### src/sv/bms_pkg.sv
// ----------------------------------------------------------------------------
// bms_pkg
// Shared widths and the command and status groups that pass between the
// boxcar smoother controller and its datapath.
// ----------------------------------------------------------------------------
package bms_pkg;

  localparam int SAMPLE_W = 32;
  localparam int HW_W     = 6;

  typedef struct packed {
    logic accept;
    logic rd_win;
    logic sub;
    logic div_start;
    logic emit_mean;
    logic tail_next;
    logic plan_pt;
    logic rd_pt;
    logic emit_pt;
    logic emit_raw;
    logic clear;
  } bms_cmd_t;

  typedef struct packed {
    logic k_zero;
    logic cnt_ge;
    logic last;
    logic need_remove;
    logic div_busy;
    logic out_free;
    logic tail_more;
    logic pt_final;
  } bms_sts_t;

endpackage

### src/sv/bms_if.sv
// ----------------------------------------------------------------------------
// bms_if
// Valid/ready channels for incoming samples and outgoing smoothed results.
// ----------------------------------------------------------------------------
interface bms_in_if;
  import bms_pkg::*;

  logic                       valid;
  logic                       ready;
  logic signed [SAMPLE_W-1:0] sample;
  logic                       last;

  modport source (output valid, sample, last, input ready);
  modport sink   (input valid, sample, last, output ready);
endinterface

interface bms_out_if;
  import bms_pkg::*;

  logic                       valid;
  logic                       ready;
  logic signed [SAMPLE_W-1:0] smoothed;
  logic                       applied;
  logic                       last_out;

  modport source (output valid, smoothed, applied, last_out, input ready);
  modport sink   (input valid, smoothed, applied, last_out, output ready);
endinterface

### src/sv/bms_div.sv
// ----------------------------------------------------------------------------
// bms_div
// Restoring divider, one quotient bit per cycle. Signed window sum over an
// unsigned window count, truncated toward zero.
// ----------------------------------------------------------------------------
module bms_div #(
  parameter int SUM_W = 39,
  parameter int CNT_W = 7
) (
  input  logic                                clk_i,
  input  logic                                rst_ni,
  input  logic                                start_i,
  input  logic signed [SUM_W-1:0]             dividend_i,
  input  logic        [CNT_W-1:0]             divisor_i,
  output logic                                busy_o,
  output logic signed [bms_pkg::SAMPLE_W-1:0] quot_o
);
  import bms_pkg::*;

  localparam int IW = $clog2(SUM_W + 1);

  logic              busy_q;
  logic [IW-1:0]     iter_q;
  logic              neg_q;
  logic [SUM_W-1:0]  quo_q;
  logic [CNT_W-1:0]  rem_q;
  logic [CNT_W-1:0]  div_q;

  logic [SUM_W-1:0]  mag;
  logic [CNT_W:0]    trial;
  logic [CNT_W:0]    diff;
  logic              fits;
  logic [CNT_W-1:0]  rem_d;
  logic [SAMPLE_W-1:0] qlo;

  assign mag   = dividend_i[SUM_W-1] ? SUM_W'(~dividend_i + 1'b1) : SUM_W'(dividend_i);
  assign trial = {rem_q, quo_q[SUM_W-1]};
  assign diff  = trial - {1'b0, div_q};
  assign fits  = (trial >= {1'b0, div_q});
  assign rem_d = fits ? diff[CNT_W-1:0] : trial[CNT_W-1:0];
  assign qlo   = quo_q[SAMPLE_W-1:0];

  assign busy_o = busy_q;
  assign quot_o = neg_q ? SAMPLE_W'(~qlo + 1'b1) : qlo;

  always_ff @(posedge clk_i or negedge rst_ni) begin
    if (!rst_ni) begin
      busy_q <= 1'b0;
      iter_q <= '0;
    end else if (start_i) begin
      busy_q <= 1'b1;
      iter_q <= IW'(SUM_W);
    end else if (busy_q) begin
      iter_q <= iter_q - 1'b1;
      if (iter_q == IW'(1)) begin
        busy_q <= 1'b0;
      end
    end
  end

  always_ff @(posedge clk_i) begin
    if (start_i) begin
      quo_q <= mag;
      rem_q <= '0;
      div_q <= divisor_i;
      neg_q <= dividend_i[SUM_W-1];
    end else if (busy_q) begin
      quo_q <= {quo_q[SUM_W-2:0], fits};
      rem_q <= rem_d;
    end
  end

endmodule

### src/sv/bms_dp.sv
// ----------------------------------------------------------------------------
// bms_dp
// Smoother datapath: circular sample store, running window sum and count,
// divider, tail and passthrough index, result register.
// ----------------------------------------------------------------------------
module bms_dp #(
  parameter int MAX_HALF = 32
) (
  input  logic                                clk_i,
  input  logic                                rst_ni,
  input  logic [bms_pkg::HW_W-1:0]            half_width_i,
  input  logic signed [bms_pkg::SAMPLE_W-1:0] sample_i,
  input  logic                                last_i,
  input  bms_pkg::bms_cmd_t                   cmd_i,
  output bms_pkg::bms_sts_t                   sts_o,
  output logic                                out_valid_o,
  input  logic                                out_ready_i,
  output logic signed [bms_pkg::SAMPLE_W-1:0] smoothed_o,
  output logic                                applied_o,
  output logic                                last_out_o
);
  import bms_pkg::*;

  localparam int KW        = $clog2(MAX_HALF + 1);
  localparam int CNT_W     = $clog2(2 * MAX_HALF + 3);
  localparam int MEM_DEPTH = 2 * MAX_HALF + 2;
  localparam int AW        = $clog2(MEM_DEPTH);
  localparam int CNT_MAX   = 2 * MAX_HALF + 1;
  localparam int SUM_W     = SAMPLE_W + $clog2(2 * MAX_HALF + 1);

  logic signed [SAMPLE_W-1:0] mem [MEM_DEPTH];

  logic [AW-1:0]              wptr_q, wptr_d;
  logic [CNT_W-1:0]           cnt_q, win_q;
  logic [KW-1:0]              k_q, r_q;
  logic signed [SUM_W-1:0]    sum_q;
  logic                       last_q;
  logic signed [SAMPLE_W-1:0] x_q, rdata_q;
  logic                       out_valid_q;

  logic [KW-1:0]              k_cfg, k_acc;
  logic [CNT_W-1:0]           off, target;
  logic [AW:0]                adiff;
  logic [AW-1:0]              raddr;
  logic                       rd_en;
  logic                       div_busy;
  logic signed [SAMPLE_W-1:0] quot;

  always_comb begin
    if (int'(half_width_i) > MAX_HALF) begin
      k_cfg = KW'(MAX_HALF);
    end else begin
      k_cfg = KW'(half_width_i);
    end
  end

  assign k_acc  = (cnt_q == '0) ? k_cfg : k_q;
  assign wptr_d = (wptr_q == AW'(MEM_DEPTH - 1)) ? '0 : wptr_q + 1'b1;

  // offset back from the newest sample
  assign off    = cmd_i.rd_win ? win_q - 1'b1 : CNT_W'(r_q) - 1'b1;
  assign adiff  = {1'b0, wptr_q} - {1'b0, AW'(off)};
  assign raddr  = adiff[AW] ? AW'(adiff[AW-1:0] + AW'(MEM_DEPTH)) : adiff[AW-1:0];
  assign rd_en  = cmd_i.rd_win | cmd_i.rd_pt;

  assign target = CNT_W'({k_q, 1'b1}) - CNT_W'(r_q);

  always_comb begin
    sts_o.k_zero      = (k_q == '0);
    sts_o.cnt_ge      = (cnt_q > CNT_W'(k_q));
    sts_o.last        = last_q;
    sts_o.need_remove = (win_q > target);
    sts_o.div_busy    = div_busy;
    sts_o.out_free    = !out_valid_q || out_ready_i;
    sts_o.tail_more   = (r_q != k_q);
    sts_o.pt_final    = (r_q == KW'(1));
  end

  always_ff @(posedge clk_i) begin
    if (cmd_i.accept) begin
      mem[wptr_d] <= sample_i;
    end
    if (rd_en) begin
      rdata_q <= mem[raddr];
    end
  end

  always_ff @(posedge clk_i or negedge rst_ni) begin
    if (!rst_ni) begin
      wptr_q <= '0;
      cnt_q  <= '0;
      win_q  <= '0;
      k_q    <= '0;
      r_q    <= '0;
      sum_q  <= '0;
      last_q <= 1'b0;
    end else begin
      if (cmd_i.accept) begin
        wptr_q <= wptr_d;
        k_q    <= k_acc;
        last_q <= last_i;
        r_q    <= '0;
        if (cnt_q != CNT_W'(CNT_MAX)) begin
          cnt_q <= cnt_q + 1'b1;
        end
        if (k_acc != '0) begin
          sum_q <= sum_q + SUM_W'(sample_i);
          win_q <= win_q + 1'b1;
        end
      end
      if (cmd_i.sub && sts_o.need_remove) begin
        sum_q <= sum_q - SUM_W'(rdata_q);
        win_q <= win_q - 1'b1;
      end
      if (cmd_i.clear) begin
        r_q <= '0;
      end else if (cmd_i.tail_next) begin
        r_q <= r_q + 1'b1;
      end else if (cmd_i.plan_pt) begin
        r_q <= KW'(cnt_q);
      end else if (cmd_i.emit_pt) begin
        r_q <= r_q - 1'b1;
      end
      if (cmd_i.clear) begin
        cnt_q <= '0;
        win_q <= '0;
        sum_q <= '0;
      end
    end
  end

  always_ff @(posedge clk_i) begin
    if (cmd_i.accept) begin
      x_q <= sample_i;
    end
  end

  bms_div #(
    .SUM_W (SUM_W),
    .CNT_W (CNT_W)
  ) u_div (
    .clk_i      (clk_i),
    .rst_ni     (rst_ni),
    .start_i    (cmd_i.div_start),
    .dividend_i (sum_q),
    .divisor_i  (win_q),
    .busy_o     (div_busy),
    .quot_o     (quot)
  );

  // result register
  always_ff @(posedge clk_i or negedge rst_ni) begin
    if (!rst_ni) begin
      out_valid_q <= 1'b0;
    end else if (cmd_i.emit_mean || cmd_i.emit_pt || cmd_i.emit_raw) begin
      out_valid_q <= 1'b1;
    end else if (out_ready_i) begin
      out_valid_q <= 1'b0;
    end
  end

  always_ff @(posedge clk_i) begin
    if (cmd_i.emit_mean) begin
      smoothed_o <= quot;
      applied_o  <= 1'b1;
      last_out_o <= last_q && (r_q == k_q);
    end else if (cmd_i.emit_pt) begin
      smoothed_o <= rdata_q;
      applied_o  <= 1'b0;
      last_out_o <= (r_q == KW'(1));
    end else if (cmd_i.emit_raw) begin
      smoothed_o <= x_q;
      applied_o  <= 1'b0;
      last_out_o <= last_q;
    end
  end

  assign out_valid_o = out_valid_q;

endmodule

### src/sv/bms_ctrl.sv
// ----------------------------------------------------------------------------
// bms_ctrl
// Sequencer for the smoother: takes one sample, plans its results, then walks
// window update, divide and emit per mean, read and emit per passthrough.
// ----------------------------------------------------------------------------
module bms_ctrl (
  input  logic              clk_i,
  input  logic              rst_ni,
  input  logic              in_valid_i,
  output logic              in_ready_o,
  input  bms_pkg::bms_sts_t sts_i,
  output bms_pkg::bms_cmd_t cmd_o
);
  import bms_pkg::*;

  localparam logic [3:0] S_IDLE    = 4'd0;
  localparam logic [3:0] S_PLAN    = 4'd1;
  localparam logic [3:0] S_RD      = 4'd2;
  localparam logic [3:0] S_SUB     = 4'd3;
  localparam logic [3:0] S_DSTART  = 4'd4;
  localparam logic [3:0] S_DWAIT   = 4'd5;
  localparam logic [3:0] S_EMIT    = 4'd6;
  localparam logic [3:0] S_PT_RD   = 4'd7;
  localparam logic [3:0] S_PT_EMIT = 4'd8;
  localparam logic [3:0] S_RAW     = 4'd9;

  logic [3:0] state_q, state_d;

  assign in_ready_o = (state_q == S_IDLE);

  always_comb begin
    state_d = state_q;
    cmd_o   = '0;
    case (state_q)
      S_IDLE: begin
        if (in_valid_i) begin
          cmd_o.accept = 1'b1;
          state_d      = S_PLAN;
        end
      end
      S_PLAN: begin
        if (sts_i.k_zero) begin
          state_d = S_RAW;
        end else if (sts_i.cnt_ge) begin
          state_d = S_RD;
        end else if (sts_i.last) begin
          cmd_o.plan_pt = 1'b1;
          state_d       = S_PT_RD;
        end else begin
          state_d = S_IDLE;
        end
      end
      S_RD: begin
        cmd_o.rd_win = 1'b1;
        state_d      = S_SUB;
      end
      S_SUB: begin
        cmd_o.sub = 1'b1;
        state_d   = S_DSTART;
      end
      S_DSTART: begin
        cmd_o.div_start = 1'b1;
        state_d         = S_DWAIT;
      end
      S_DWAIT: begin
        if (!sts_i.div_busy) begin
          state_d = S_EMIT;
        end
      end
      S_EMIT: begin
        if (sts_i.out_free) begin
          cmd_o.emit_mean = 1'b1;
          if (sts_i.last && sts_i.tail_more) begin
            cmd_o.tail_next = 1'b1;
            state_d         = S_RD;
          end else begin
            cmd_o.clear = sts_i.last;
            state_d     = S_IDLE;
          end
        end
      end
      S_PT_RD: begin
        cmd_o.rd_pt = 1'b1;
        state_d     = S_PT_EMIT;
      end
      S_PT_EMIT: begin
        if (sts_i.out_free) begin
          cmd_o.emit_pt = 1'b1;
          if (sts_i.pt_final) begin
            cmd_o.clear = 1'b1;
            state_d     = S_IDLE;
          end else begin
            state_d = S_PT_RD;
          end
        end
      end
      S_RAW: begin
        if (sts_i.out_free) begin
          cmd_o.emit_raw = 1'b1;
          cmd_o.clear    = sts_i.last;
          state_d        = S_IDLE;
        end
      end
      default: begin
        state_d = S_IDLE;
      end
    endcase
  end

  always_ff @(posedge clk_i or negedge rst_ni) begin
    if (!rst_ni) begin
      state_q <= S_IDLE;
    end else begin
      state_q <= state_d;
    end
  end

endmodule

### src/sv/boxcar_mean_smoother_core.sv
// ----------------------------------------------------------------------------
// boxcar_mean_smoother_core
// Boxcar mean over a clipped window of +/- k samples per spectrum.
//
//   channel  dir  beat                              handshake
//   samp_i   in   sample, last                      valid/ready
//   res_o    out  smoothed, applied, last_out       valid/ready
//   apb      in   half_width at byte address 0      psel/penable, pready tied
//
// A sample is taken and then planned; each mean that it releases waits on
// the serial divider, which yields one quotient bit per cycle. The last
// sample releases k + 1 means when more than k samples have come; else the
// stored samples pass through, each beat a store read and then a result.
// Reset clears the counters, sum and result valid; the store needs no clear.
// A stalled result register holds the sequencer; no sample is taken meanwhile.
// ----------------------------------------------------------------------------
module boxcar_mean_smoother_core #(
  parameter int MAX_HALF = 32
) (
  input  logic        clk_i,
  input  logic        rst_ni,
  bms_in_if.sink      samp_i,
  bms_out_if.source   res_o,
  input  logic        psel,
  input  logic        penable,
  input  logic        pwrite,
  input  logic [2:0]  paddr,
  input  logic [31:0] pwdata,
  output logic [31:0] prdata,
  output logic        pready
);
  import bms_pkg::*;

  localparam int         DATA_W         = 32;
  localparam logic       IDX_HALF_WIDTH = 1'b0;
  localparam logic [HW_W-1:0] HALF_WIDTH_RST = HW_W'(1);

  logic [HW_W-1:0] half_width_q;
  logic            cfg_wr;
  bms_cmd_t        cmd;
  bms_sts_t        sts;

  assign pready = 1'b1;
  assign cfg_wr = psel && penable && pwrite && (paddr[2] == IDX_HALF_WIDTH);
  assign prdata = (paddr[2] == IDX_HALF_WIDTH) ? DATA_W'(half_width_q) : '0;

  always_ff @(posedge clk_i or negedge rst_ni) begin
    if (!rst_ni) begin
      half_width_q <= HALF_WIDTH_RST;
    end else if (cfg_wr) begin
      half_width_q <= pwdata[HW_W-1:0];
    end
  end

  bms_ctrl u_ctrl (
    .clk_i      (clk_i),
    .rst_ni     (rst_ni),
    .in_valid_i (samp_i.valid),
    .in_ready_o (samp_i.ready),
    .sts_i      (sts),
    .cmd_o      (cmd)
  );

  bms_dp #(
    .MAX_HALF (MAX_HALF)
  ) u_dp (
    .clk_i        (clk_i),
    .rst_ni       (rst_ni),
    .half_width_i (half_width_q),
    .sample_i     (samp_i.sample),
    .last_i       (samp_i.last),
    .cmd_i        (cmd),
    .sts_o        (sts),
    .out_valid_o  (res_o.valid),
    .out_ready_i  (res_o.ready),
    .smoothed_o   (res_o.smoothed),
    .applied_o    (res_o.applied),
    .last_out_o   (res_o.last_out)
  );

endmodule
### src/flat_wrapper.sv
// flat-port wrapper written by rule: the top's interface ports become plain ports
module boxcar_mean_smoother_core_flat import bms_pkg::*;
#(
  parameter int MAX_HALF = 32
)
  (clk_i, rst_ni, psel, penable, pwrite, paddr, pwdata, prdata, pready, samp_i_valid, samp_i_sample, samp_i_last, samp_i_ready, res_o_valid, res_o_smoothed, res_o_applied, res_o_last_out, res_o_ready);
  bms_in_if samp_i_i ();
  bms_out_if res_o_i ();
  input  logic clk_i;
  input  logic rst_ni;
  input  logic psel;
  input  logic penable;
  input  logic pwrite;
  input  logic [2:0] paddr;
  input  logic [31:0] pwdata;
  output logic [31:0] prdata;
  output logic pready;
  input wire logic [$bits(samp_i_i.valid)-1:0] samp_i_valid;
  input wire logic [$bits(samp_i_i.sample)-1:0] samp_i_sample;
  input wire logic [$bits(samp_i_i.last)-1:0] samp_i_last;
  output wire logic [$bits(samp_i_i.ready)-1:0] samp_i_ready;
  output wire logic [$bits(res_o_i.valid)-1:0] res_o_valid;
  output wire logic [$bits(res_o_i.smoothed)-1:0] res_o_smoothed;
  output wire logic [$bits(res_o_i.applied)-1:0] res_o_applied;
  output wire logic [$bits(res_o_i.last_out)-1:0] res_o_last_out;
  input wire logic [$bits(res_o_i.ready)-1:0] res_o_ready;
  assign samp_i_i.valid = samp_i_valid;
  assign samp_i_i.sample = samp_i_sample;
  assign samp_i_i.last = samp_i_last;
  assign samp_i_ready = samp_i_i.ready;
  assign res_o_valid = res_o_i.valid;
  assign res_o_smoothed = res_o_i.smoothed;
  assign res_o_applied = res_o_i.applied;
  assign res_o_last_out = res_o_i.last_out;
  assign res_o_i.ready = res_o_ready;
  boxcar_mean_smoother_core #(.MAX_HALF(MAX_HALF)) u_core (.clk_i(clk_i), .rst_ni(rst_ni), .samp_i(samp_i_i), .res_o(res_o_i), .psel(psel), .penable(penable), .pwrite(pwrite), .paddr(paddr), .pwdata(pwdata), .prdata(prdata), .pready(pready));
endmodule
### config.mk
export PLATFORM = sky130hd
export DESIGN_NAME = boxcar_mean_smoother_core_flat
export DESIGN_NICKNAME = d
export VERILOG_FILES = /design/src/sv/bms_pkg.sv /design/src/sv/bms_if.sv /design/src/sv/bms_div.sv /design/src/sv/bms_dp.sv /design/src/sv/bms_ctrl.sv /design/src/sv/boxcar_mean_smoother_core.sv /design/src/flat_wrapper.sv
export SDC_FILE = /design/constraint.sdc
export NUM_CORES = 2
export LEC_CHECK = 0
export ABC_AREA = 0
export CAP_MARGIN = 30
export CELL_PAD_IN_SITES_DETAIL_PLACEMENT = 1
export CELL_PAD_IN_SITES_GLOBAL_PLACEMENT = 1
export CORE_ASPECT_RATIO = 0.5
export CORE_MARGIN = 1.5
export CORE_UTILIZATION = 53
export CTS_CLUSTER_DIAMETER = 120
export DETAILED_ROUTE_END_ITERATION = 6
export DONT_BUFFER_PORTS = 1
export PLACE_DENSITY = 0.77
export SLEW_MARGIN = 15
export SYNTH_ARGS = -nofsm -noshare
export SYNTH_HDL_FRONTEND = slang
export SYNTH_HIERARCHICAL = 1
export SYNTH_SLANG_ARGS = --single-unit
### constraint.sdc
create_clock -name clk_i -period 16.71 [get_ports clk_i]
set_input_delay 1.671 -clock clk_i [delete_from_list [all_inputs] [get_ports clk_i]]
set_output_delay 1.671 -clock clk_i [all_outputs]
set_load 0.03 [all_outputs]
==> impl_metrics.py <==
metrics = {
    "sta": {
        "max_freq_ghz": 0.117,
        "hold_viol_final": 0,
        "report.final.slew_viol_count": 0,
        "setup_tns_ns": 0,
        "post-route-min-period_ns": 8.58,
        "worst_slew_pin_slew_ns": 1.14,
        "timing.final.setup_violations": 0,
        "slew_headroom_pct": 24.1,
        "setup_repair_after_global_routing_missed_its_margin": "no",
        "finClkSkew_ns": 0.0635,
        "final_cycle_share_pct": 51.3,
    },
    "critical_path": {
        "critical_path.cell_chain": "nor3_1 > and2_1 > mux2i_1 > ha_4 > nor2b_1 > o2111a_1 > o31a_2 > buf_4 > xnor2_4 > buf_4 > buf_12 > buf_4 > mux4_2 > nor2_1 > o311ai_0 > o22ai_1 > a21oi_1",
        "critPathMaxStageDelay_ns": 0.86,
        "timing.critical_path.buf_inv": 4,
        "cp-end-kind": "flip-flop",
        "timing.rr.end": "u_core/u_dp/rdata_q[14]",
        "ff2ff_path_depth": 17,
        "critical_path_s_most_frequent_cell": "sky130_fd_sc_hd__buf_4",
        "cp_slowest_cell": "sky130_fd_sc_hd__buf_4",
        "r2r_slack_ns": 8.13,
        "required_ns": 17.21,
        "worstPathMaxFanout": 113,
        "cp.arrival_ns": 9.08,
        "critical_path.startpoint_type": "flip-flop",
        "reg2reg_from": "u_core/u_ctrl/state_q[0]",
        "criticalPathCategory": "flip-flop to flip-flop",
        "cpLargestDelayFamily": "buffers and inverters",
    },
    "clock_network": {
        "post_cts.repair.setup_buffers": 0,
        "cts-buffers-inserted": 208,
        "cts_num_sinks": 2355,
        "cts-hold-fix-buffers": 0,
        "tritoncts": "yes",
        "worstSkewPairLatency_ns": 0.89,
        "clock-root-buffer": "sky130_fd_sc_hd__clkbuf_16",
        "htree_levels": 4,
        "post_cts_resized": 0,
        "clk_pin_slew_worst_paths_ns": 0.07,
        "clock_path_buffers": 4,
    },
    "floorplanning": {
        "num_rows": 112,
        "boundaryPins": 144,
        "die-area_um2": 191000,
        "core_region_area_um2": 187000,
        "die_y_um": 310,
        "chipWidth_um": 617,
        "floorplan.initialDensity_pct": 53.5,
    },
    "global_route": {
        "grt_overflow_total": 0,
        "initial_antenna_violation_count": 40,
        "grt_start_max_net_pins": 161,
        "grt_use_total_pct": 35.0,
        "vias_in_the_first_global_route": 68205,
        "grt_pass1_wl_um": 479000,
    },
    "synthesis": {
        "synth_enable_flop_cells": 2256,
        "syn-cell-area_um2": 100000,
        "async_flop_share_pct": 3.86,
        "synth.distinct_cells": 99,
        "postSynthRegisterBits": 2355,
        "synthTopCellsByArea": "sky130_fd_sc_hd__edfxtp_1 68%, sky130_fd_sc_hd__nand2_1 5.0%, sky130_fd_sc_hd__mux4_2 4.3%",
        "synth_top_cell_by_area": "sky130_fd_sc_hd__edfxtp_1",
        "synth_area_per_cell_um2": 14.1,
        "synthDominantCellAreaShare_pct": 67.7,
        "seq_area_frac_synth_pct": 70.2,
        "yosysWarningCount": 6,
        "synthesis.instances": 7094,
        "synth_top_flop_cell": "sky130_fd_sc_hd__edfxtp_1",
    },
    "detailed_routing": {
        "detail_route.iter0.violations": 9367,
        "drtAntennaViolNets": 0,
        "count_of_tritonroute_iterations_in_the_first_routing_pass": 7,
        "post_route_drc_violation_count": 1,
        "via_count": 66877,
        "avgRoutedWirePerCell_um": 34.6,
        "vias_per_cell": 6.86,
        "wl_um": 337000,
    },
    "placement": {
        "place_congestion": 0.903,
        "place_hpwl_um": 196000,
        "portBuffers": 0,
    },
    "layout": {
        "flow.area_growth_from_synthesis_pct": 10.5,
        "drive_above_1_share_pct": 11.6,
        "final_net_count": 7233,
        "nFillCells": 17494,
    },
    "run": {
        "drv.max_cap_violation_count": 0,
    },
    "hold_path": {
        "min_from": "u_core/u_dp/u_div/rem_q[2]",
        "hold_path_class": "flip-flop to flip-flop",
        "hold_depth": 2,
        "hold-path-endpoint": "u_core/u_dp/u_div/rem_q[2]",
    },
    "run_status": {
        "failed_checks": "DRC",
        "status": "finished with violations",
    },
}
flip-flops by register name, indices dropped and copies added, names as in the netlist:
signal / cells
u_core/u_dp/u_div/iter_q: 6
u_core/u_dp/sum_q: 39
u_core/u_dp/last_out_o: 1
u_core/half_width_q: 6
u_core/u_ctrl/state_q: 4
u_core/u_dp/u_div/busy_o: 1
u_core/u_dp/cnt_q: 7
u_core/u_dp/out_valid_o: 1
u_core/u_dp/win_q: 7
u_core/u_dp/r_q: 6
u_core/u_dp/smoothed_o: 32
u_core/u_dp/u_div/rem_q: 7
u_core/u_dp/mem: 2112
u_core/u_dp/u_div/div_q: 7
u_core/u_dp/applied_o: 1
u_core/u_dp/u_div/quo_q: 39
u_core/u_dp/last_q: 1
u_core/u_dp/u_div/neg_q: 1
u_core/u_dp/x_q: 32
u_core/u_dp/k_q: 6
u_core/u_dp/rdata_q: 32
u_core/u_dp/wptr_q: 7
cells by family (layout without fill, tap and decap cells):
kind of cell / count (synthesis) / count (layout) / share of synthesized area, %
flip-flops: 2355 / 2355 / 70.2
AND/OR/NAND/NOR: 2348 / 2348 / 10.5
AO/OA/AOI/OAI: 1227 / 1227 / 8.29
buffers and inverters: 522 / 631 / 2.13
multiplexers: 376 / 376 / 6.19
XOR/XNOR: 174 / 174 / 1.54
adder cells (fa/ha/maj): 90 / 90 / 1.16
other: 2 / 38 / 0.00751
synthesized netlist by cell type (90+ instances only):
cell and number:
sky130_fd_sc_hd__a21oi_1 194, sky130_fd_sc_hd__a31oi_1 128, sky130_fd_sc_hd__and3_1 133, sky130_fd_sc_hd__clkbuf_1 304
sky130_fd_sc_hd__dfrtp_1 90, sky130_fd_sc_hd__edfxtp_1 2256, sky130_fd_sc_hd__mux2i_1 167, sky130_fd_sc_hd__mux4_2 192
sky130_fd_sc_hd__nand2_1 1345, sky130_fd_sc_hd__nand3_1 231, sky130_fd_sc_hd__nor2_1 268, sky130_fd_sc_hd__o21ai_0 241
sky130_fd_sc_hd__xnor2_1 104
how the worst max path moves through the flow:
stage                                  start                 endpoint  cells after the start
floorplan                 u_core/u_dp/r_q[2]    u_core/u_dp/sum_q[38]                     28
global placement    u_core/u_ctrl/state_q[0]  u_core/u_dp/rdata_q[28]                     16
detailed placement  u_core/u_ctrl/state_q[0]  u_core/u_dp/rdata_q[27]                     18
CTS                 u_core/u_ctrl/state_q[0]  u_core/u_dp/rdata_q[28]                     16
global route        u_core/u_ctrl/state_q[0]  u_core/u_dp/rdata_q[14]                     17
finish              u_core/u_ctrl/state_q[0]  u_core/u_dp/rdata_q[14]                     17
metal layers:
layer	track usage [%]	wire [um]	up-vias
met3	9.01	42000	986
met2	54.7	152000	4476
met5	0	111	-
met1	46.0	123000	34309
li1	-	-	27090
met4	17.4	19400	16
worst min-delay path, delay by kind of cell (launching register included):
family             cells  cell delay, ns
AOI/OAI and AO/OA      1            0.05
and+or+nand+nor        1            0.09
DFF                    1            0.33
layout make-up:
| type | count | area (um2) | area share (%) |
|---|---|---|---|
| antenna | 11 | 27.5 | 0.0249 |
| timing repair buffer | 192 | 1690 | 1.53 |
| clock buffer | 264 | 5550 | 5.02 |
| tap | 2508 | 3140 | 2.84 |
| inverter | 69 | 262 | 0.237 |
| clock inverter | 106 | 1050 | 0.948 |
| multi-input combinational | 4242 | 28600 | 25.9 |
| sequential | 2355 | 70200 | 63.5 |
cell usage in the layout (no fill, tap or decap), types with 38 or more instances in the layout:
| master | count |
|---|---|
| sky130_fd_sc_hd__a21oi_1 | 193 |
| sky130_fd_sc_hd__mux2i_1 | 167 |
| sky130_fd_sc_hd__inv_1 | 64 |
| sky130_fd_sc_hd__xor2_1 | 66 |
| sky130_fd_sc_hd__a32oi_1 | 38 |
| sky130_fd_sc_hd__o22ai_1 | 74 |
| sky130_fd_sc_hd__nor2_1 | 193 |
| sky130_fd_sc_hd__o221ai_1 | 59 |
| sky130_fd_sc_hd__o21ai_0 | 240 |
| sky130_fd_sc_hd__dfrtp_1 | 90 |
| sky130_fd_sc_hd__a311oi_1 | 64 |
| sky130_fd_sc_hd__xnor2_1 | 102 |
| sky130_fd_sc_hd__and3_1 | 133 |
| sky130_fd_sc_hd__nor3_1 | 65 |
| sky130_fd_sc_hd__nor2_4 | 72 |
| sky130_fd_sc_hd__mux4_2 | 192 |
| sky130_fd_sc_hd__nand2_1 | 1342 |
| sky130_fd_sc_hd__buf_4 | 161 |
| sky130_fd_sc_hd__clkinv_1 | 54 |
| sky130_fd_sc_hd__o211ai_1 | 68 |
| sky130_fd_sc_hd__nand3_1 | 230 |
| sky130_fd_sc_hd__clkbuf_16 | 212 |
| sky130_fd_sc_hd__edfxtp_1 | 2256 |
| sky130_fd_sc_hd__clkbuf_1 | 47 |
| sky130_fd_sc_hd__ha_1 | 84 |
| sky130_fd_sc_hd__a31oi_1 | 128 |
| sky130_fd_sc_hd__nor2b_1 | 66 |
| sky130_fd_sc_hd__a211oi_1 | 80 |
| sky130_fd_sc_hd__nand4_1 | 44 |
| sky130_fd_sc_hd__a21o_1 | 38 |
metrics by stage:
stage                     std cells  util [%]  worst slack [ns]  area [um2]  hold slack, ns
after floorplan                7119         -             10.82      100000           0.451
after global placement         9335      55.3              8.47      103000           0.493
after detailed placement       9347      55.4              8.41      104000           0.506
after CTS                      9717      59.0              8.39      110000           0.475
after global routing           9738      59.1              7.94      110000           0.507
final                          9747      59.1              8.13      110000           0.517
Power is not shown: default switching activity piles up to over one toggle a cycle in this logic, so the estimate is an artifact.
